File: config.mk
export PLATFORM = sky130hd
export DESIGN_NAME = rpsem_ctrl
export DESIGN_NICKNAME = d
export VERILOG_FILES = /design/src/sv/rpsem_pkg.sv /design/src/sv/rpsem_ctrl.sv
export SDC_FILE = /design/constraint.sdc
export NUM_CORES = 1
export LEC_CHECK = 0
export BUFFER_PORTS_ARGS = -buffer_cell sky130_fd_sc_hd__buf_2
export CAP_MARGIN = 20
export CORE_AREA = 2 2 39 41
export DETAILED_ROUTE_END_ITERATION = 10
export DIE_AREA = 0 0 41 43
export PLACE_DENSITY = 0.5
export SYNTH_ARGS = -nofsm -noshare
export SYNTH_HDL_FRONTEND = slang
export SYNTH_SLANG_ARGS = --single-unit
export TNS_END_PERCENT = 10
File: constraint.sdc
create_clock -name clk -period 1.4 [get_ports clk]
set_input_delay 0.07 -clock clk [delete_from_list [all_inputs] [get_ports clk]]
set_output_delay 0.07 -clock clk [all_outputs]
set_load 0.03 [all_outputs]
File: src/sv/rpsem_pkg.sv
// Package for the radio power-state energy meter: request/result types,
// command and state codes, register map and shared constants. No dependencies.
`default_nettype none

package rpsem_pkg;

    // Default widths of the internal time and energy accumulators
    localparam int TIME_BITS_DEF   = 48;
    localparam int ENERGY_BITS_DEF = 64;

    // Fixed field widths
    localparam int CUR_W      = 20;
    localparam int VOLT_W     = 13;
    localparam int STAMP_W    = 48;
    localparam int EOUT_W     = 64;
    localparam int IV_W       = CUR_W + VOLT_W;
    localparam int DIGIT_W    = 24;
    localparam int CFG_DATA_W = 32;
    localparam int CFG_ADDR_W = 5;

    // Register reset values
    localparam logic [VOLT_W-1:0] SUPPLY_MV_RST  = VOLT_W'(3300);
    localparam logic [CUR_W-1:0]  TX_CUR_RST     = CUR_W'(435000);
    localparam logic [CUR_W-1:0]  RX_CUR_RST     = CUR_W'(112000);
    localparam logic [CUR_W-1:0]  STANDBY_CUR_RST = CUR_W'(14000);
    localparam logic [CUR_W-1:0]  SLEEP_CUR_RST  = CUR_W'(18);

    typedef enum logic [1:0] {
        CMD_CHANGE  = 2'd0,
        CMD_TX_LOAD = 2'd1,
        CMD_DEPLETE = 2'd2
    } cmd_t;

    typedef enum logic [1:0] {
        PS_SLEEP   = 2'd0,
        PS_STANDBY = 2'd1,
        PS_TX      = 2'd2,
        PS_RX      = 2'd3
    } pstate_t;

    typedef enum logic [2:0] {
        REG_SUPPLY_MV   = 3'd0,
        REG_TX_DEFAULT  = 3'd1,
        REG_RX_CUR      = 3'd2,
        REG_STANDBY_CUR = 3'd3,
        REG_SLEEP_CUR   = 3'd4
    } reg_idx_t;

    typedef struct packed {
        cmd_t               cmd;
        pstate_t            new_state;
        logic [STAMP_W-1:0] now_time;
        logic [CUR_W-1:0]   tx_current_load;
    } req_t;

    typedef struct packed {
        pstate_t            current_state;
        logic               depleted;
        logic [CUR_W-1:0]   present_current;
        logic [EOUT_W-1:0]  total_energy;
        logic [EOUT_W-1:0]  tx_energy;
        logic [EOUT_W-1:0]  rx_energy;
        logic [EOUT_W-1:0]  standby_energy;
        logic [EOUT_W-1:0]  sleep_energy;
        logic [STAMP_W-1:0] tx_time;
        logic [STAMP_W-1:0] rx_time;
        logic [STAMP_W-1:0] standby_time;
        logic [STAMP_W-1:0] sleep_time;
    } res_t;

    // Register values as seen by the datapath
    typedef struct packed {
        logic [VOLT_W-1:0] supply_mv;
        logic [CUR_W-1:0]  rx_cur;
        logic [CUR_W-1:0]  standby_cur;
        logic [CUR_W-1:0]  sleep_cur;
        logic              tx_wr;
        logic [CUR_W-1:0]  tx_wdata;
    } cfg_t;

    // Controller to datapath
    typedef struct packed {
        logic accept;
        logic mul_step;
        logic accum;
        logic publish;
    } dp_ctrl_t;

    // Datapath to controller
    typedef struct packed {
        logic mul_last;
        logic out_free;
    } dp_stat_t;

endpackage

`default_nettype wire

File: src/sv/rpsem_ctrl.sv
// Sequencing state machine of the energy meter: accept, multiply steps,
// accumulate, publish. Depends on rpsem_pkg.
`default_nettype none

module rpsem_ctrl
    import rpsem_pkg::*;
(
    input  wire logic clk,
    input  wire logic rst_n,
    input  wire logic in_valid,
    input  cmd_t      in_cmd,
    output logic      in_stall,
    output dp_ctrl_t  ctrl,
    input  dp_stat_t  stat
);

    typedef enum logic [3:0] {
        ST_IDLE = 4'b0001,
        ST_MUL  = 4'b0010,
        ST_ACC  = 4'b0100,
        ST_PUB  = 4'b1000
    } fsm_t;

    fsm_t state_reg;
    fsm_t state_next;

    always_ff @(posedge clk or negedge rst_n)
    begin
        if (!rst_n)
        begin
            state_reg <= ST_IDLE;
        end
        else
        begin
            state_reg <= state_next;
        end
    end

    always_comb
    begin
        state_next = state_reg;
        ctrl       = '0;
        in_stall   = 1'b1;
        case (state_reg)
            ST_IDLE:
            begin
                in_stall    = 1'b0;
                ctrl.accept = in_valid;
                if (in_valid)
                begin
                    state_next = (in_cmd == CMD_CHANGE) ? ST_MUL : ST_PUB;
                end
            end
            ST_MUL:
            begin
                ctrl.mul_step = 1'b1;
                if (stat.mul_last)
                begin
                    state_next = ST_ACC;
                end
            end
            ST_ACC:
            begin
                ctrl.accum = 1'b1;
                state_next = ST_PUB;
            end
            ST_PUB:
            begin
                // hold until the result register is free
                ctrl.publish = stat.out_free;
                if (stat.out_free)
                begin
                    state_next = ST_IDLE;
                end
            end
            default:
            begin
                state_next = ST_IDLE;
            end
        endcase
    end

endmodule

`default_nettype wire

==> flow_summary.toml <==
[layout]
antenna_cells = 0
syn_to_final_growth_pct = 56.38
final_layout_size_suffix_gt1_share_pct = 47.62
ff_latch_area_um2 = 101.3
largest_reg_flops = 4
multi_input_area_um2 = 145.1
nNetsFinal = 50
design_area_um2 = 367.9
fillers = 147

[placement]
dp_hpwl_um = 425.3
gp_congestion = 0.7148
port_buffers = 11
placed_cell_area_um2 = 310.3

[synth]
ys_types = 18
syn_nets = 33
yosys_warnings = 0
yosysTopAreaCellShare_pct = 31.91
ys.flop_type = "dfrtp_1"
ys_top_cells_by_area = "dfrtp_1, dfstp_2, nor3b_1, a31oi_1, and3_1"
syn_inst = 26
yosys.area_share.adder_pct = 0
ys_seq_area_share_pct = 43.09
synth_top_family_by_area = "simple AND/OR/NAND/NOR gates"
muxShareOfSynthArea_pct = 0
async_flop_share_pct = 100.0
yosys.area_share.xor_xnor_pct = 0
synth_compound_area_share_pct = 12.77
synth_edf_count = 0
syn_area_um2 = 235.2
synth_top_cell_by_area = "dfrtp_1"
synthSimpleGateAreaFrac_pct = 42.55
ys_ff_latch = 4
netlist_top_cells_count = "dfrtp_1, nor2_1"
postSynthAreaPerCell_um2 = 9.047

[critical_path]
crit_family = "flip-flops"
required_ns = 1.33
ff2ff_setup_slack_ns = 0.20
cp.arrival_ns = 1.29
cp_slowest_cell = "dfstp_2"
crit_buf_inv = 1
critPathMaxStageDelay_ns = 0.57
worst-setup-path-type = "flip-flop to output pin"
worst_setup_path_end_kind = "output pin"
cp-start-kind = "flip-flop"
crit_path_cell_trace = "nor2b_4 > and3_4 > buf_6"
cp_max_fo = 6

[pwr]
p_switching_uw = 241.5
swShare_pct = 38.97
p_comb_share_pct = 42.0
power_uw = 619.7
power.leakage_nw = 0.1969
internal_power_uw = 378.2
p_clk_share_pct = 25.9
max-vdd-ir-drop_mv = 0.8186
power_density_nw_per_um2 = 1685
pwr-share-seq_pct = 32.2

[global_routing]
grt_use_total_pct = 7.879
overflow = 0
antenna_found_initial = 0
grt_pass1_wl_um = 890
grt_max_degree = 8
grt_pass1_vias = 241

[timing]
hold_viol = 0
fmax_ghz = 0.7339
setup_viol = 0
drv_slew = 0
whs_ns = 0.05789
fin_worst_skew_ns = 0.003095
rsz0062_at_grt = "false"
tns_ns = 0
tightest_slew_ns = 0.2591
fin_crit_ns = 1.363
relSlewSlack_pct = 82.73
period_share_pct = 97.33

[die]
die_h_um = 43
die-area_um2 = 1763
rows = 14
ios = 12
start_util_pct = 17.00
die_x_um = 41
core_area_um2 = 1384

[outcome]
outcome = "complete, no violations"

[routing]
wl_per_cell_um = 9.897
viasPerCell = 4.362
drc = 0
drtIter0Drc = 2
ant_nets = 0
num_vias = 253
dr.pass1.iters = 2
wirelength_um = 574

[hold_path]
min_path_type = "input pin to flip-flop"

[clock_network]
max-clock-path-buffers = 2
cts_buffers = 3
insertion_delay_ns = 0.24
cts_sinks = 4
root_buffer = "clkbuf_4"
cts_tree = "done"
cts.htree.levels = 1
clk_pin_slew_ns = 0.04

[flow_run]
cap_violations = 0
## layer usage
layer	vias up	share of wire (%)	global-route usage, %	routed length, um
li1	127	-	-	-
met1	111	44	9.836	252
met2	13	42	9.063	242
met3	2	12	3.665	67
met4	0	2.1	8.000	12
met5	-	0	0	0
## cells in the final DEF, fill, tap and decap left out
cell,count
buf_2,10
clkbuf_4,3
dfrtp_1,3
nor2_1,2
nor3b_1,2
a31oi_1,2
nor2b_4,1
nor2_2,1
nand2_1,1
nor2b_1,1
and2_2,1
inv_1,1
and3_1,1
and4b_2,1
and3_4,1
nor3_1,1
or3_1,1
o21ai_0,1
o21bai_1,1
nand4b_1,1
a21oi_1,1
and2_1,1
clkbuf_1,1
dlygate4sd3_1,1
buf_6,1
dfstp_2,1
## final timing paths
path | from | to | depth (start not counted)
min in group asynchronous | rst_n | state_reg[1]$_DFFE_PN0P_ | 2
min | stat[1] | state_reg[2]$_DFFE_PN0P_ | 2
max reg2reg | state_reg[2]$_DFFE_PN0P_ | state_reg[0]$_DFFE_PN1P_ | 3
max in group asynchronous | rst_n | state_reg[0]$_DFFE_PN1P_ | 2
min reg2reg | state_reg[0]$_DFFE_PN1P_ | state_reg[0]$_DFFE_PN1P_ | 2
max | state_reg[0]$_DFFE_PN1P_ | ctrl[3] | 3
## kinds of logic (layout without fill, tap and decap cells)
group,count (synthesis),in the layout
AOI/OAI and AO/OA,5,5
and+or+nand+nor,16,16
buffers and inverters,1,17
DFF,4,4
## power groups by stage
stage                     logic, mW  clock network, mW  registers, mW
after global placement        0.223                  0          0.194
after detailed placement      0.219                  0          0.195
final                         0.260              0.160          0.199
after floorplan               0.164                  0          0.181
after CTS                     0.250              0.164          0.196
after global routing          0.280              0.167          0.203
## through the flow
stage               utilization (%)  worst slack, ns  std cells
floorplan                         -           0.1602         26
global placement              22.42           0.1270         53
detailed placement            22.42           0.1664         53
CTS                           26.04         0.006988         58
global route                  26.58         0.007455         58
finish                        26.58          0.03738         58
## worst register-to-register path: stages, from the launching register on
cell     delay [ns]
dfrtp_1        0.43
nor2b_1        0.17
or3_1          0.35
a31oi_1        0.17
## layout make-up
type,count,area share [%]
clock buffer,4,7.143
inverter,1,1.020
multi-input combinational,21,39.46
sequential,4,27.55
tap,16,5.442
timing repair buffer,12,19.39
## what timing repair did
| item | in CTS | in global routing |
|---|---|---|
| resized for setup | 4 | 2 |
| endpoints found under the setup margin | 1 | 2 |
| buffers inserted | 0 | 0 |
| endpoints found under the hold margin | 4 | 0 |
| hold buffers | 1 | 0 |
Power figures use the tool's default switching activity.
