$ cat src/sv/rpsem_pkg.sv
// Package for the radio power-state energy meter: request/result types,
// command and state codes, register map and shared constants. No dependencies.
`default_nettype none

package rpsem_pkg;

    // Default widths of the internal time and energy accumulators
    localparam int TIME_BITS_DEF   = 48;
    localparam int ENERGY_BITS_DEF = 64;

    // Fixed field widths
    localparam int CUR_W      = 20;
    localparam int VOLT_W     = 13;
    localparam int STAMP_W    = 48;
    localparam int EOUT_W     = 64;
    localparam int IV_W       = CUR_W + VOLT_W;
    localparam int DIGIT_W    = 24;
    localparam int CFG_DATA_W = 32;
    localparam int CFG_ADDR_W = 5;

    // Register reset values
    localparam logic [VOLT_W-1:0] SUPPLY_MV_RST  = VOLT_W'(3300);
    localparam logic [CUR_W-1:0]  TX_CUR_RST     = CUR_W'(435000);
    localparam logic [CUR_W-1:0]  RX_CUR_RST     = CUR_W'(112000);
    localparam logic [CUR_W-1:0]  STANDBY_CUR_RST = CUR_W'(14000);
    localparam logic [CUR_W-1:0]  SLEEP_CUR_RST  = CUR_W'(18);

    typedef enum logic [1:0] {
        CMD_CHANGE  = 2'd0,
        CMD_TX_LOAD = 2'd1,
        CMD_DEPLETE = 2'd2
    } cmd_t;

    typedef enum logic [1:0] {
        PS_SLEEP   = 2'd0,
        PS_STANDBY = 2'd1,
        PS_TX      = 2'd2,
        PS_RX      = 2'd3
    } pstate_t;

    typedef enum logic [2:0] {
        REG_SUPPLY_MV   = 3'd0,
        REG_TX_DEFAULT  = 3'd1,
        REG_RX_CUR      = 3'd2,
        REG_STANDBY_CUR = 3'd3,
        REG_SLEEP_CUR   = 3'd4
    } reg_idx_t;

    typedef struct packed {
        cmd_t               cmd;
        pstate_t            new_state;
        logic [STAMP_W-1:0] now_time;
        logic [CUR_W-1:0]   tx_current_load;
    } req_t;

    typedef struct packed {
        pstate_t            current_state;
        logic               depleted;
        logic [CUR_W-1:0]   present_current;
        logic [EOUT_W-1:0]  total_energy;
        logic [EOUT_W-1:0]  tx_energy;
        logic [EOUT_W-1:0]  rx_energy;
        logic [EOUT_W-1:0]  standby_energy;
        logic [EOUT_W-1:0]  sleep_energy;
        logic [STAMP_W-1:0] tx_time;
        logic [STAMP_W-1:0] rx_time;
        logic [STAMP_W-1:0] standby_time;
        logic [STAMP_W-1:0] sleep_time;
    } res_t;

    // Register values as seen by the datapath
    typedef struct packed {
        logic [VOLT_W-1:0] supply_mv;
        logic [CUR_W-1:0]  rx_cur;
        logic [CUR_W-1:0]  standby_cur;
        logic [CUR_W-1:0]  sleep_cur;
        logic              tx_wr;
        logic [CUR_W-1:0]  tx_wdata;
    } cfg_t;

    // Controller to datapath
    typedef struct packed {
        logic accept;
        logic mul_step;
        logic accum;
        logic publish;
    } dp_ctrl_t;

    // Datapath to controller
    typedef struct packed {
        logic mul_last;
        logic out_free;
    } dp_stat_t;

endpackage

`default_nettype wire

$ cat src/sv/rpsem_cfg.sv
// Configuration register file of the energy meter, APB-style write/read port.
// Depends on rpsem_pkg.
`default_nettype none

module rpsem_cfg
    import rpsem_pkg::*;
(
    input  wire logic                  clk,
    input  wire logic                  rst_n,
    input  wire logic                  psel,
    input  wire logic                  penable,
    input  wire logic                  pwrite,
    input  wire logic [CFG_ADDR_W-1:0] paddr,
    input  wire logic [CFG_DATA_W-1:0] pwdata,
    output logic      [CFG_DATA_W-1:0] prdata,
    output logic                       pready,
    output cfg_t                       cfg
);

    logic [VOLT_W-1:0] supply_mv_reg;
    logic [CUR_W-1:0]  tx_default_reg;
    logic [CUR_W-1:0]  rx_cur_reg;
    logic [CUR_W-1:0]  standby_cur_reg;
    logic [CUR_W-1:0]  sleep_cur_reg;
    logic              wr_en;
    reg_idx_t          idx;

    assign pready = 1'b1;
    assign wr_en  = psel && penable && pwrite;
    assign idx    = reg_idx_t'(paddr[CFG_ADDR_W-1:2]);

    always_ff @(posedge clk or negedge rst_n)
    begin
        if (!rst_n)
        begin
            supply_mv_reg   <= SUPPLY_MV_RST;
            tx_default_reg  <= TX_CUR_RST;
            rx_cur_reg      <= RX_CUR_RST;
            standby_cur_reg <= STANDBY_CUR_RST;
            sleep_cur_reg   <= SLEEP_CUR_RST;
        end
        else if (wr_en)
        begin
            case (idx)
                REG_SUPPLY_MV:   supply_mv_reg   <= pwdata[VOLT_W-1:0];
                REG_TX_DEFAULT:  tx_default_reg  <= pwdata[CUR_W-1:0];
                REG_RX_CUR:      rx_cur_reg      <= pwdata[CUR_W-1:0];
                REG_STANDBY_CUR: standby_cur_reg <= pwdata[CUR_W-1:0];
                REG_SLEEP_CUR:   sleep_cur_reg   <= pwdata[CUR_W-1:0];
                default:         ;
            endcase
        end
    end

    always_comb
    begin
        case (idx)
            REG_SUPPLY_MV:   prdata = CFG_DATA_W'(supply_mv_reg);
            REG_TX_DEFAULT:  prdata = CFG_DATA_W'(tx_default_reg);
            REG_RX_CUR:      prdata = CFG_DATA_W'(rx_cur_reg);
            REG_STANDBY_CUR: prdata = CFG_DATA_W'(standby_cur_reg);
            REG_SLEEP_CUR:   prdata = CFG_DATA_W'(sleep_cur_reg);
            default:         prdata = '0;
        endcase
    end

    // A write of the tx default also reloads the active tx current
    assign cfg.supply_mv   = supply_mv_reg;
    assign cfg.rx_cur      = rx_cur_reg;
    assign cfg.standby_cur = standby_cur_reg;
    assign cfg.sleep_cur   = sleep_cur_reg;
    assign cfg.tx_wr       = wr_en && (idx == REG_TX_DEFAULT);
    assign cfg.tx_wdata    = pwdata[CUR_W-1:0];

endmodule

`default_nettype wire

$ cat config.mk
export PLATFORM = sky130hd
export DESIGN_NAME = rpsem_cfg
export DESIGN_NICKNAME = d
export VERILOG_FILES = /design/src/sv/rpsem_pkg.sv /design/src/sv/rpsem_cfg.sv
export SDC_FILE = /design/constraint.sdc
export NUM_CORES = 1
export LEC_CHECK = 0
export BUFFER_PORTS_ARGS = -buffer_cell sky130_fd_sc_hd__buf_2
export CORE_ASPECT_RATIO = 0.5
export CORE_MARGIN = 5
export CORE_UTILIZATION = 35
export DETAILED_ROUTE_END_ITERATION = 8
export HOLD_SLACK_MARGIN = 0.15
export PLACE_DENSITY = 0.65
export SYNTH_ARGS = -nofsm -noshare
export SYNTH_HDL_FRONTEND = slang
export SYNTH_SLANG_ARGS = --single-unit
$ cat constraint.sdc
create_clock -name clk -period 1.9 [get_ports clk]
set_input_delay 0.38 -clock clk [delete_from_list [all_inputs] [get_ports clk]]
set_output_delay 0.38 -clock clk [all_outputs]
set_load 0.005 [all_outputs]
==> metrics.csv <==
metric,value,unit
number of enable flip-flop cells after synthesis,0,
Yosys reg bits,93,
GRT Overall Usage,16.3,%
Post-Synth XOR/XNOR Area,0,%
final hold vios,0,
Seq. cell area,2370,sq um
leading area contributor after synthesis,dfrtp_1,
vias in the first global route,3305,
Max-cap violations,0,
drc violations,0,
Netlist Area Pre-Place,4520,sq um
Pins Over Slew Limit,0,
"top cells by count, synth","mux2_2, dfrtp_1, buf_4",
ys async rst share,100,%
sequential element share of the synthesized area,52.3,%
I/O pin count,169,
num rows,29,
Leak,2.84,nW
mux cell area share after synthesis,28.8,%
Port-buffer cells,141,
Die X,171,um
largest net degree at the start of global routing,40,
cts bufs inserted,9,
Final Util,46.0,%
PwrDens,995,nW/um^2
most area-consuming cells after synthesis,"dfrtp_1, mux2_2, dfstp_2",
clk sinks,93,
Hold WC Path Type,in -> reg,
Post-DP HPWL,9.25,mm
Die Ht,90.4,um
CTS tree,done,
outcome,"complete, no violations",
initial antenna violation count,0,
Unique masters post-synth,28,
total gr overflow,0,
peak supply drop,0.000404,V
ratio of cells with drive above 1 in the final layout,70.5,%
Routed WL,12.8,mm
main combinational cell family by area after synthesis,multiplexers,
Synth Area per Inst,13.6,sq um
clk_skew,0,ns
Final period util,97.8,%
Mapped Cells,332,
area added between synthesis and finish,28.9,%
Peak Freq,538,MHz
Pre-Repair DR Iteration Count,5,
Nets,521,
detail-routed via count per cell,4.93,
routed via count,3222,
Multi-input gate area,1860,sq um
Synth Area in Compound Gates,8.27,%
Die ar.,15400,sq um
Crit path arrival time,1.48,ns
Final Wtd Congestion,0.834,
Initial DRC Count,165,
Clock Latency Late Sink,0.34,ns
"CTS clk-pin slew, worst paths",0.06,ns
Longest Clk Path Bufs,2,
worst endpoint required time,1.52,ns
PnR worst setup slack,0.0411,ns
routed wire length per instance,19.5,um
# H-tree levels,3,
post-route ant nets,0,
CP Launch Type,input port,
unrepaired setup endpoints after global routing,true,
kind of critical path,in -> out,
Synth Flop Type,dfrtp_1,
Setup WS pre-CTS,-0.376,ns
# fillers,1168,
clock root buffer,clkbuf_16,
Synth Warn #,0,
Initial Util,35.7,%
simple-gate portion of the synthesized area,2.13,%
Synth Area in Adders,0,%
# diodes,0,
most frequent cell after synthesis,mux2_2,
endpoints failing setup,0,
Core ar.,12700,sq um
Final Critical Period,1.86,ns
nature of the critical path endpoint,output port,
worst-path fanout max,7,
first-pass GRT wire length,19.5,mm
top cell type's share of synthesized area,34.3,%
critical path, stage by stage:
cell	delay, ns
buf_2	0.16
buf_12	0.14
and2b_2	0.23
buf_4	0.17
a32oi_1	0.14
o21ai_0	0.12
buf_2	0.14
final cells by class:
type / count / area share (%)
sequential: 93 / 40.6
inverter: 1 / 0.129
clock inverter: 3 / 0.300
tap: 170 / 3.65
multi-input combinational: 193 / 31.9
timing repair buffer: 181 / 18.7
clock buffer: 13 / 4.81
per-stage QoR:
| stage | setup TNS, ns | area [sq um] | hold WS (ns) | power [W] | std cells |
|---|---|---|---|---|---|
| after floorplan | 0 | 4560 | 0.0844 | 0.00339 | 343 |
| after global placement | -4.29 | 5420 | 0.294 | 0.00402 | 631 |
| after detailed placement | -4.51 | 5420 | 0.295 | 0.00406 | 631 |
| after CTS | 0 | 5750 | 0.310 | 0.00585 | 648 |
| after global routing | -0.0445 | 5830 | 0.319 | 0.00610 | 654 |
| final | 0 | 5830 | 0.322 | 0.00580 | 654 |
placed cells by master, fill, tap and decap left out, types with 2 or more instances in the layout:
cell type | Yosys | routed
a22oi_1 | 19 | 19
a32oi_1 | 13 | 13
buf_12 | 1 | 4
buf_2 | 13 | 139
buf_4 | 33 | 34
buf_6 | 1 | 2
clkbuf_16 | 0 | 10
clkbuf_8 | 0 | 4
clkinv_2 | 0 | 2
clkinvlp_4 | 0 | 2
conb_1 | 2 | 13
dfrtp_1 | 62 | 62
dfstp_2 | 31 | 31
mux2_1 | 2 | 2
mux2_2 | 94 | 94
mux2_4 | 10 | 10
mux2i_1 | 7 | 7
nand2_1 | 2 | 2
nor3b_2 | 0 | 2
o21ai_0 | 13 | 7
o21ai_1 | 0 | 6
o22ai_1 | 7 | 7
kinds of logic after synthesis:
group	Yosys count
and+or+nand+nor	14
buffers and inverters	57
other	2
muxes	113
AOI/OAI and AO/OA	53
DFF	93
final timing paths:
check | start | end | slack, ns | cells after the start
max | paddr[3] | prdata[0] | 0.04 | 7
min | pwdata[14] | standby_cur_reg[14] | 0.32 | 2
max reg2reg | supply_mv_reg[3] | supply_mv_reg[3] | 1.09 | 1
min reg2reg | tx_default_reg[7] | tx_default_reg[7] | 0.51 | 1
max in group asynchronous | rst_n | tx_default_reg[17] | 0.80 | 3
min in group asynchronous | rst_n | standby_cur_reg[17] | 0.47 | 2
per-layer routing:
metal  wire length [um]  vias to the layer above  GRT usage, %
li1                   -                     1466             -
met1               5670                     1646          21.5
met2               6070                       96          26.1
met3                853                       14          4.90
met4                159                        0          4.85
met5                  0                        -             0
timing repair:
| action | CTS | global route |
|---|---|---|
| pin swaps | 0 | 1 |
| hold buffers | 1 | 0 |
| endpoints found under the setup margin | 15 | 14 |
| resized for setup | 9 | 8 |
| gates cloned | 0 | 1 |
| buffers inserted | 0 | 5 |
| hold endpoints to repair | 12 | 0 |
report_power, final:
part	total, W	switching, W	leakage (nW)	internal [W]
registers	0.00274	0.000280	1.12	0.00246
logic	0.00129	0.000540	1.58	0.000747
clock network	0.00177	0.000742	0.148	0.00103
total	0.00580	0.00156	2.84	0.00424
(Power assumes the default switching activity.)
