## src/sv/rpsem_pkg.sv

```systemverilog
// Package for the radio power-state energy meter: request/result types,
// command and state codes, register map and shared constants. No dependencies.
`default_nettype none

package rpsem_pkg;

    // Default widths of the internal time and energy accumulators
    localparam int TIME_BITS_DEF   = 48;
    localparam int ENERGY_BITS_DEF = 64;

    // Fixed field widths
    localparam int CUR_W      = 20;
    localparam int VOLT_W     = 13;
    localparam int STAMP_W    = 48;
    localparam int EOUT_W     = 64;
    localparam int IV_W       = CUR_W + VOLT_W;
    localparam int DIGIT_W    = 24;
    localparam int CFG_DATA_W = 32;
    localparam int CFG_ADDR_W = 5;

    // Register reset values
    localparam logic [VOLT_W-1:0] SUPPLY_MV_RST  = VOLT_W'(3300);
    localparam logic [CUR_W-1:0]  TX_CUR_RST     = CUR_W'(435000);
    localparam logic [CUR_W-1:0]  RX_CUR_RST     = CUR_W'(112000);
    localparam logic [CUR_W-1:0]  STANDBY_CUR_RST = CUR_W'(14000);
    localparam logic [CUR_W-1:0]  SLEEP_CUR_RST  = CUR_W'(18);

    typedef enum logic [1:0] {
        CMD_CHANGE  = 2'd0,
        CMD_TX_LOAD = 2'd1,
        CMD_DEPLETE = 2'd2
    } cmd_t;

    typedef enum logic [1:0] {
        PS_SLEEP   = 2'd0,
        PS_STANDBY = 2'd1,
        PS_TX      = 2'd2,
        PS_RX      = 2'd3
    } pstate_t;

    typedef enum logic [2:0] {
        REG_SUPPLY_MV   = 3'd0,
        REG_TX_DEFAULT  = 3'd1,
        REG_RX_CUR      = 3'd2,
        REG_STANDBY_CUR = 3'd3,
        REG_SLEEP_CUR   = 3'd4
    } reg_idx_t;

    typedef struct packed {
        cmd_t               cmd;
        pstate_t            new_state;
        logic [STAMP_W-1:0] now_time;
        logic [CUR_W-1:0]   tx_current_load;
    } req_t;

    typedef struct packed {
        pstate_t            current_state;
        logic               depleted;
        logic [CUR_W-1:0]   present_current;
        logic [EOUT_W-1:0]  total_energy;
        logic [EOUT_W-1:0]  tx_energy;
        logic [EOUT_W-1:0]  rx_energy;
        logic [EOUT_W-1:0]  standby_energy;
        logic [EOUT_W-1:0]  sleep_energy;
        logic [STAMP_W-1:0] tx_time;
        logic [STAMP_W-1:0] rx_time;
        logic [STAMP_W-1:0] standby_time;
        logic [STAMP_W-1:0] sleep_time;
    } res_t;

    // Register values as seen by the datapath
    typedef struct packed {
        logic [VOLT_W-1:0] supply_mv;
        logic [CUR_W-1:0]  rx_cur;
        logic [CUR_W-1:0]  standby_cur;
        logic [CUR_W-1:0]  sleep_cur;
        logic              tx_wr;
        logic [CUR_W-1:0]  tx_wdata;
    } cfg_t;

    // Controller to datapath
    typedef struct packed {
        logic accept;
        logic mul_step;
        logic accum;
        logic publish;
    } dp_ctrl_t;

    // Datapath to controller
    typedef struct packed {
        logic mul_last;
        logic out_free;
    } dp_stat_t;

endpackage

`default_nettype wire

```

## src/sv/rpsem_dp.sv

```systemverilog
// Datapath of the energy meter: state, duration, current-times-voltage
// product, digit-serial energy product, saturating accumulators and result
// register. Depends on rpsem_pkg.
`default_nettype none

module rpsem_dp
    import rpsem_pkg::*;
#(
    parameter int TIME_BITS   = TIME_BITS_DEF,
    parameter int ENERGY_BITS = ENERGY_BITS_DEF
)
(
    input  wire logic clk,
    input  wire logic rst_n,
    input  dp_ctrl_t  ctrl,
    output dp_stat_t  stat,
    input  req_t      req,
    input  cfg_t      cfg,
    output res_t      res,
    output logic      res_valid,
    input  wire logic res_stall
);

    localparam int NDIG   = (TIME_BITS + DIGIT_W - 1) / DIGIT_W;
    localparam int DUR_W  = NDIG * DIGIT_W;
    localparam int PROD_W = DUR_W + IV_W;
    localparam int PP_W   = DIGIT_W + IV_W;
    localparam int DIG_W  = $clog2(NDIG);

    pstate_t                pstate_reg;
    logic                   depleted_reg;
    logic [TIME_BITS-1:0]   stamp_reg;
    logic [CUR_W-1:0]       tx_cur_reg;
    logic [ENERGY_BITS-1:0] energy_reg [4];
    logic [TIME_BITS-1:0]   time_reg [4];
    logic [ENERGY_BITS-1:0] total_reg;
    logic                   res_valid_reg;

    pstate_t                req_state_reg;
    logic [TIME_BITS-1:0]   now_reg;
    logic [IV_W-1:0]        iv_reg;
    logic [DUR_W-1:0]       dur_reg;
    logic [PROD_W-1:0]      prod_reg;
    logic [DIG_W-1:0]       dig_reg;
    res_t                   res_reg;

    logic [TIME_BITS-1:0]   now_tb;
    logic [TIME_BITS:0]     diff;
    logic [TIME_BITS-1:0]   dur_new;
    logic [CUR_W-1:0]       cur_now;
    logic [IV_W-1:0]        iv_new;
    logic [DIGIT_W-1:0]     digit;
    logic [PP_W-1:0]        pp;
    logic [PROD_W-1:0]      prod_add;
    logic [ENERGY_BITS-1:0] e_sat;
    logic [ENERGY_BITS:0]   e_sum;
    logic [ENERGY_BITS:0]   tot_sum;
    logic [TIME_BITS:0]     t_sum;
    res_t                   res_next;

    assign now_tb  = TIME_BITS'(req.now_time);
    assign diff    = {1'b0, now_tb} - {1'b0, stamp_reg};
    // a timestamp behind the last one closes an empty interval
    assign dur_new = diff[TIME_BITS] ? '0 : diff[TIME_BITS-1:0];

    always_comb
    begin
        case (pstate_reg)
            PS_SLEEP:   cur_now = cfg.sleep_cur;
            PS_STANDBY: cur_now = cfg.standby_cur;
            PS_TX:      cur_now = tx_cur_reg;
            PS_RX:      cur_now = cfg.rx_cur;
            default:    cur_now = cfg.sleep_cur;
        endcase
    end

    assign iv_new   = IV_W'(cur_now) * IV_W'(cfg.supply_mv);
    assign digit    = dur_reg[dig_reg*DIGIT_W +: DIGIT_W];
    assign pp       = PP_W'(digit) * PP_W'(iv_reg);
    assign prod_add = prod_reg + (PROD_W'(pp) << (dig_reg * DIGIT_W));

    assign e_sat   = (|prod_reg[PROD_W-1:ENERGY_BITS]) ? '1 : prod_reg[ENERGY_BITS-1:0];
    assign e_sum   = {1'b0, energy_reg[pstate_reg]} + {1'b0, e_sat};
    assign tot_sum = {1'b0, total_reg} + {1'b0, e_sat};
    assign t_sum   = {1'b0, time_reg[pstate_reg]} + {1'b0, dur_reg[TIME_BITS-1:0]};

    assign stat.mul_last = (dig_reg == DIG_W'(NDIG - 1));
    assign stat.out_free = !res_valid_reg || !res_stall;

    always_comb
    begin
        res_next.current_state   = pstate_reg;
        res_next.depleted        = depleted_reg;
        res_next.present_current = cur_now;
        res_next.total_energy    = EOUT_W'(total_reg);
        res_next.tx_energy       = EOUT_W'(energy_reg[PS_TX]);
        res_next.rx_energy       = EOUT_W'(energy_reg[PS_RX]);
        res_next.standby_energy  = EOUT_W'(energy_reg[PS_STANDBY]);
        res_next.sleep_energy    = EOUT_W'(energy_reg[PS_SLEEP]);
        res_next.tx_time         = STAMP_W'(time_reg[PS_TX]);
        res_next.rx_time         = STAMP_W'(time_reg[PS_RX]);
        res_next.standby_time    = STAMP_W'(time_reg[PS_STANDBY]);
        res_next.sleep_time      = STAMP_W'(time_reg[PS_SLEEP]);
    end

    // Meter state
    always_ff @(posedge clk or negedge rst_n)
    begin
        if (!rst_n)
        begin
            pstate_reg    <= PS_SLEEP;
            depleted_reg  <= 1'b0;
            stamp_reg     <= '0;
            tx_cur_reg    <= TX_CUR_RST;
            total_reg     <= '0;
            res_valid_reg <= 1'b0;
            for (int i = 0; i < 4; i++)
            begin
                energy_reg[i] <= '0;
                time_reg[i]   <= '0;
            end
        end
        else
        begin
            if (cfg.tx_wr)
            begin
                tx_cur_reg <= cfg.tx_wdata;
            end
            if (ctrl.accept)
            begin
                case (req.cmd)
                    CMD_TX_LOAD: tx_cur_reg   <= req.tx_current_load;
                    CMD_DEPLETE: depleted_reg <= 1'b1;
                    default:     ;
                endcase
            end
            if (ctrl.accum)
            begin
                energy_reg[pstate_reg] <= e_sum[ENERGY_BITS] ? '1 : e_sum[ENERGY_BITS-1:0];
                total_reg <= tot_sum[ENERGY_BITS] ? '1 : tot_sum[ENERGY_BITS-1:0];
                time_reg[pstate_reg] <= t_sum[TIME_BITS] ? '1 : t_sum[TIME_BITS-1:0];
                stamp_reg <= now_reg;
                if (!depleted_reg)
                begin
                    pstate_reg <= req_state_reg;
                end
            end
            if (ctrl.publish)
            begin
                res_valid_reg <= 1'b1;
            end
            else if (!res_stall)
            begin
                res_valid_reg <= 1'b0;
            end
        end
    end

    // Working registers
    always_ff @(posedge clk)
    begin
        if (ctrl.accept)
        begin
            req_state_reg <= req.new_state;
            now_reg       <= now_tb;
            iv_reg        <= iv_new;
            dur_reg       <= DUR_W'(dur_new);
            prod_reg      <= '0;
            dig_reg       <= '0;
        end
        else if (ctrl.mul_step)
        begin
            prod_reg <= prod_add;
            dig_reg  <= DIG_W'(dig_reg + 1'b1);
        end
        if (ctrl.publish)
        begin
            res_reg <= res_next;
        end
    end

    assign res       = res_reg;
    assign res_valid = res_valid_reg;

endmodule

`default_nettype wire

```

## config.mk

```make
export PLATFORM = sky130hd
export DESIGN_NAME = rpsem_dp
export DESIGN_NICKNAME = d
export VERILOG_FILES = /design/src/sv/rpsem_pkg.sv /design/src/sv/rpsem_dp.sv
export SDC_FILE = /design/constraint.sdc
export NUM_CORES = 2
export LEC_CHECK = 0
export BUFFER_PORTS_ARGS = -buffer_cell sky130_fd_sc_hd__buf_2
export CORE_ASPECT_RATIO = 1.25
export CORE_MARGIN = 2
export CORE_UTILIZATION = 40
export DETAILED_ROUTE_END_ITERATION = 6
export SYNTH_ARGS = -nofsm -noshare
export SYNTH_HDL_FRONTEND = slang
export SYNTH_SLANG_ARGS = --single-unit
```

## constraint.sdc

```tcl
create_clock -name clk -period 30 [get_ports clk]
set_input_delay 3 -clock clk [delete_from_list [all_inputs] [get_ports clk]]
set_output_delay 3 -clock clk [all_outputs]
set_load 0.05 [all_outputs]
```

==> flow_results.xml <==
<?xml version="1.0" encoding="UTF-8"?>
<metrics>
  <group name="status">
    <metric name="outcome" unit="">finished clean</metric>
  </group>
  <group name="floorplanning">
    <metric name="dieArea" unit="mm²">0.253</metric>
    <metric name="placement_rows" unit="">204</metric>
    <metric name="pin_count" unit="">711</metric>
    <metric name="die_w" unit="µm">450</metric>
    <metric name="effective_utilization_at_floorplan" unit="">0.402</metric>
    <metric name="die_y" unit="µm">561</metric>
    <metric name="fp.coreArea" unit="mm²">0.247</metric>
  </group>
  <group name="clock_tree">
    <metric name="tritoncts_clock_tree" unit="">done</metric>
    <metric name="clock_latency" unit="ns">0.87</metric>
    <metric name="cts_hold_repair.buffers" unit="">0</metric>
    <metric name="postCtsSetupRepairBufs" unit="">0</metric>
    <metric name="cts_buffer_count" unit="">151</metric>
    <metric name="postCtsResizedCells" unit="">0</metric>
    <metric name="cts_max_path_buffers" unit="">4</metric>
    <metric name="clock-root-buffer" unit="">sky130_fd_sc_hd__clkbuf_16</metric>
    <metric name="count_of_clock_tree_sinks" unit="">1332</metric>
    <metric name="htreeDepth" unit="">4</metric>
    <metric name="worst_setup_hold_path_clk_slew" unit="ns">0.07</metric>
  </group>
  <group name="route">
    <metric name="detail_route.vias_per_cell" unit="">5.54</metric>
    <metric name="drtAntennaViolNets" unit="">0</metric>
    <metric name="finalWirelength" unit="µm">343000</metric>
    <metric name="routed_via_count" unit="">75400</metric>
    <metric name="drt_first_pass_iters" unit="">5</metric>
    <metric name="wire_per_inst" unit="µm">25.2</metric>
    <metric name="route.detailed.drc" unit="">0</metric>
    <metric name="detail_route.iter0.violations" unit="">6191</metric>
  </group>
  <group name="timing">
    <metric name="slew_headroom" unit="">0.0997</metric>
    <metric name="report.final.setup_viol" unit="">0</metric>
    <metric name="slew_violations" unit="">0</metric>
    <metric name="hold_viol_final" unit="">0</metric>
    <metric name="setup_total_negative_slack" unit="ns">0</metric>
    <metric name="tightest_slew" unit="ns">1.35</metric>
    <metric name="grt_setup_unrepaired" unit="">false</metric>
    <metric name="fin_crit" unit="ns">11.90</metric>
    <metric name="timing.clock.skew" unit="ns">0.0960</metric>
    <metric name="fmax" unit="MHz">84.0</metric>
    <metric name="fin_crit_sh" unit="">0.397</metric>
  </group>
  <group name="synth">
    <metric name="yosysUniqueCellTypes" unit="">104</metric>
    <metric name="fraction_of_synthesis_flops_using_an_asynchronous_set_or_reset_pin" unit="">0.438</metric>
    <metric name="yosys_warnings" unit="">0</metric>
    <metric name="syn_area" unit="mm²">0.0994</metric>
    <metric name="synth_largest_type_area_fraction" unit="">0.201</metric>
    <metric name="synth_fp_nets" unit="">11400</metric>
    <metric name="ys_seq_area_frac" unit="">0.365</metric>
    <metric name="post_synth_most_frequent_cells" unit="">1297 x sky130_fd_sc_hd__nand2_1, 1085 x sky130_fd_sc_hd__inv_1, 883 x sky130_fd_sc_hd__fa_1, 666 x sky130_fd_sc_hd__edfxtp_1, 575 x sky130_fd_sc_hd__dfrtp_1</metric>
    <metric name="number_of_storage_elements_in_the_synthesis_netlist" unit="">1332</metric>
    <metric name="yosysTopAreaCell" unit="">sky130_fd_sc_hd__edfxtp_1</metric>
    <metric name="synth_cells" unit="">9752</metric>
    <metric name="yosys.cell_count.top_type" unit="">sky130_fd_sc_hd__nand2_1</metric>
    <metric name="number_of_synthesized_flops_with_an_enable_pin" unit="">666</metric>
    <metric name="synthTopCellsByArea" unit="">sky130_fd_sc_hd__edfxtp_1 20%, sky130_fd_sc_hd__fa_1 18%, sky130_fd_sc_hd__dfrtp_1 14%</metric>
    <metric name="main_synth_ff_type" unit="">sky130_fd_sc_hd__edfxtp_1</metric>
    <metric name="average_size_of_a_mapped_cell" unit="µm²">10.2</metric>
  </group>
  <group name="place">
    <metric name="hpwl" unit="µm">265000</metric>
    <metric name="place.gp.congestion" unit="">0.974</metric>
    <metric name="numPortBuffers" unit="">710</metric>
  </group>
  <group name="cells_and_area">
    <metric name="layout-drive-gt1-share" unit="">0.122</metric>
    <metric name="largest_register_ffs" unit="">535</metric>
    <metric name="finish.net_count" unit="">11800</metric>
    <metric name="syn_to_final_growth" unit="%">11.7</metric>
  </group>
  <group name="worst_setup_path">
    <metric name="startpoint_types" unit="">register</metric>
    <metric name="cpMaxStageDelayCell" unit="">sky130_fd_sc_hd__dfxtp_4</metric>
    <metric name="path_class" unit="">reg -&gt; reg</metric>
    <metric name="cp_max_fo" unit="">57</metric>
    <metric name="critical_path.max_stage_delay" unit="ns">0.59</metric>
    <metric name="end_kind" unit="">register</metric>
    <metric name="critPathMostFrequentCell" unit="">sky130_fd_sc_hd__fa_1</metric>
    <metric name="cp_required" unit="ns">30.71</metric>
    <metric name="critical_path_arrival" unit="ns">12.61</metric>
  </group>
  <group name="grt">
    <metric name="via_count_of_the_first_global_routing_pass" unit="">77900</metric>
    <metric name="first_pass_grt_wire_length" unit="µm">508000</metric>
    <metric name="grt_start_max_net_pins" unit="">174</metric>
    <metric name="antenna_found_initial" unit="">33</metric>
    <metric name="grt_remaining_overflow" unit="">0</metric>
    <metric name="track_usage" unit="">0.267</metric>
  </group>
  <group name="min_path">
    <metric name="worstHoldPathType" unit="">reg -&gt; reg</metric>
  </group>
  <group name="run">
    <metric name="max_cap_violations" unit="">0</metric>
  </group>
</metrics>
metrics by stage:
step | instance area (µm²) | std cells | hold WS, ns | utilization | setup slack (ns)
floorplan | 99400 | 9752 | 0.430 | - | 19.79
global placement | 106000 | 13300 | 0.434 | 0.429 | 18.29
detailed placement | 106000 | 13300 | 0.438 | 0.429 | 18.10
CTS | 111000 | 13600 | 0.388 | 0.449 | 18.15
global route | 111000 | 13600 | 0.403 | 0.449 | 17.47
finish | 111000 | 13600 | 0.409 | 0.449 | 18.10
critical path: cells and delay by family (launching register included):
kind / cells / cell delay [ns]
simple gates: 5 / 1.06
fa+ha+maj: 9 / 4.40
compound gates: 14 / 3.59
xor+xnor: 2 / 0.43
mux: 2 / 0.52
flops: 1 / 0.59
buf+inv: 6 / 1.20
per-layer routing:
layer | share of wire | global-route usage
met1 | 0.40 | 0.336
met3 | 0.081 | 0.0663
met4 | 0.045 | 0.109
met5 | 0.00044 | 0
met2 | 0.48 | 0.440
area by class of cell:
type	instances	area, µm²
inverter	1085	4070
clock buffer	208	4240
timing repair buffer	793	4240
tap	3296	4120
clock inverter	60	820
sequential	1332	36300
multi-input combinational	6828	57200
antenna	8	20.0
fill	23500	136000
cell families (layout without fill, tap and decap cells):
kind of cell | count (synthesis) | in the layout | share of synthesized area
simple gates | 2871 | 2871 | 0.134
other cells | 0 | 8 | 0
mux | 255 | 255 | 0.0427
compound gates | 1910 | 1910 | 0.118
xor+xnor | 344 | 344 | 0.0303
fa+ha+maj | 1448 | 1448 | 0.249
buf+inv | 1592 | 2146 | 0.0607
flops | 1332 | 1332 | 0.365
layout by cell type (no fill, tap or decap), drive strengths merged, types with 62 or more instances in the layout:
master and count:
nand2 1297, inv 1097, fa 883, buf 793, edfxtp 666, o21ai 652, dfrtp 575, ha 565
nor2 550, a21oi 519, and2 406, a21o 237, xnor2 227, clkbuf 208, nor2b 143, mux4 132
xor2 117, nand2b 113, mux2i 92, dfxtp 82, nand3 74, a31oi 72, nand4 71, o21bai 69
o22a 62
final timing paths:
| check | startpoint | slack (ns) | end | depth (start not counted) |
|---|---|---|---|---|
| worst max-delay path | dig_reg | 18.10 | prod_reg[75] | 38 |
| worst min-delay path | res_next[132] | 0.41 | res[132] | 0 |
| worst max register to register | dig_reg | 18.10 | prod_reg[75] | 38 |
| worst min register to register | res_next[132] | 0.41 | res[132] | 0 |
| max in group asynchronous | rst_n | 24.79 | total_reg[20] | 4 |
| min in group asynchronous | rst_n | 2.15 | energy_reg[199] | 1 |
Power is left out: the tool's default activity adds up to more than one toggle a clock period on the data nets, which glitch-free logic cannot reach.
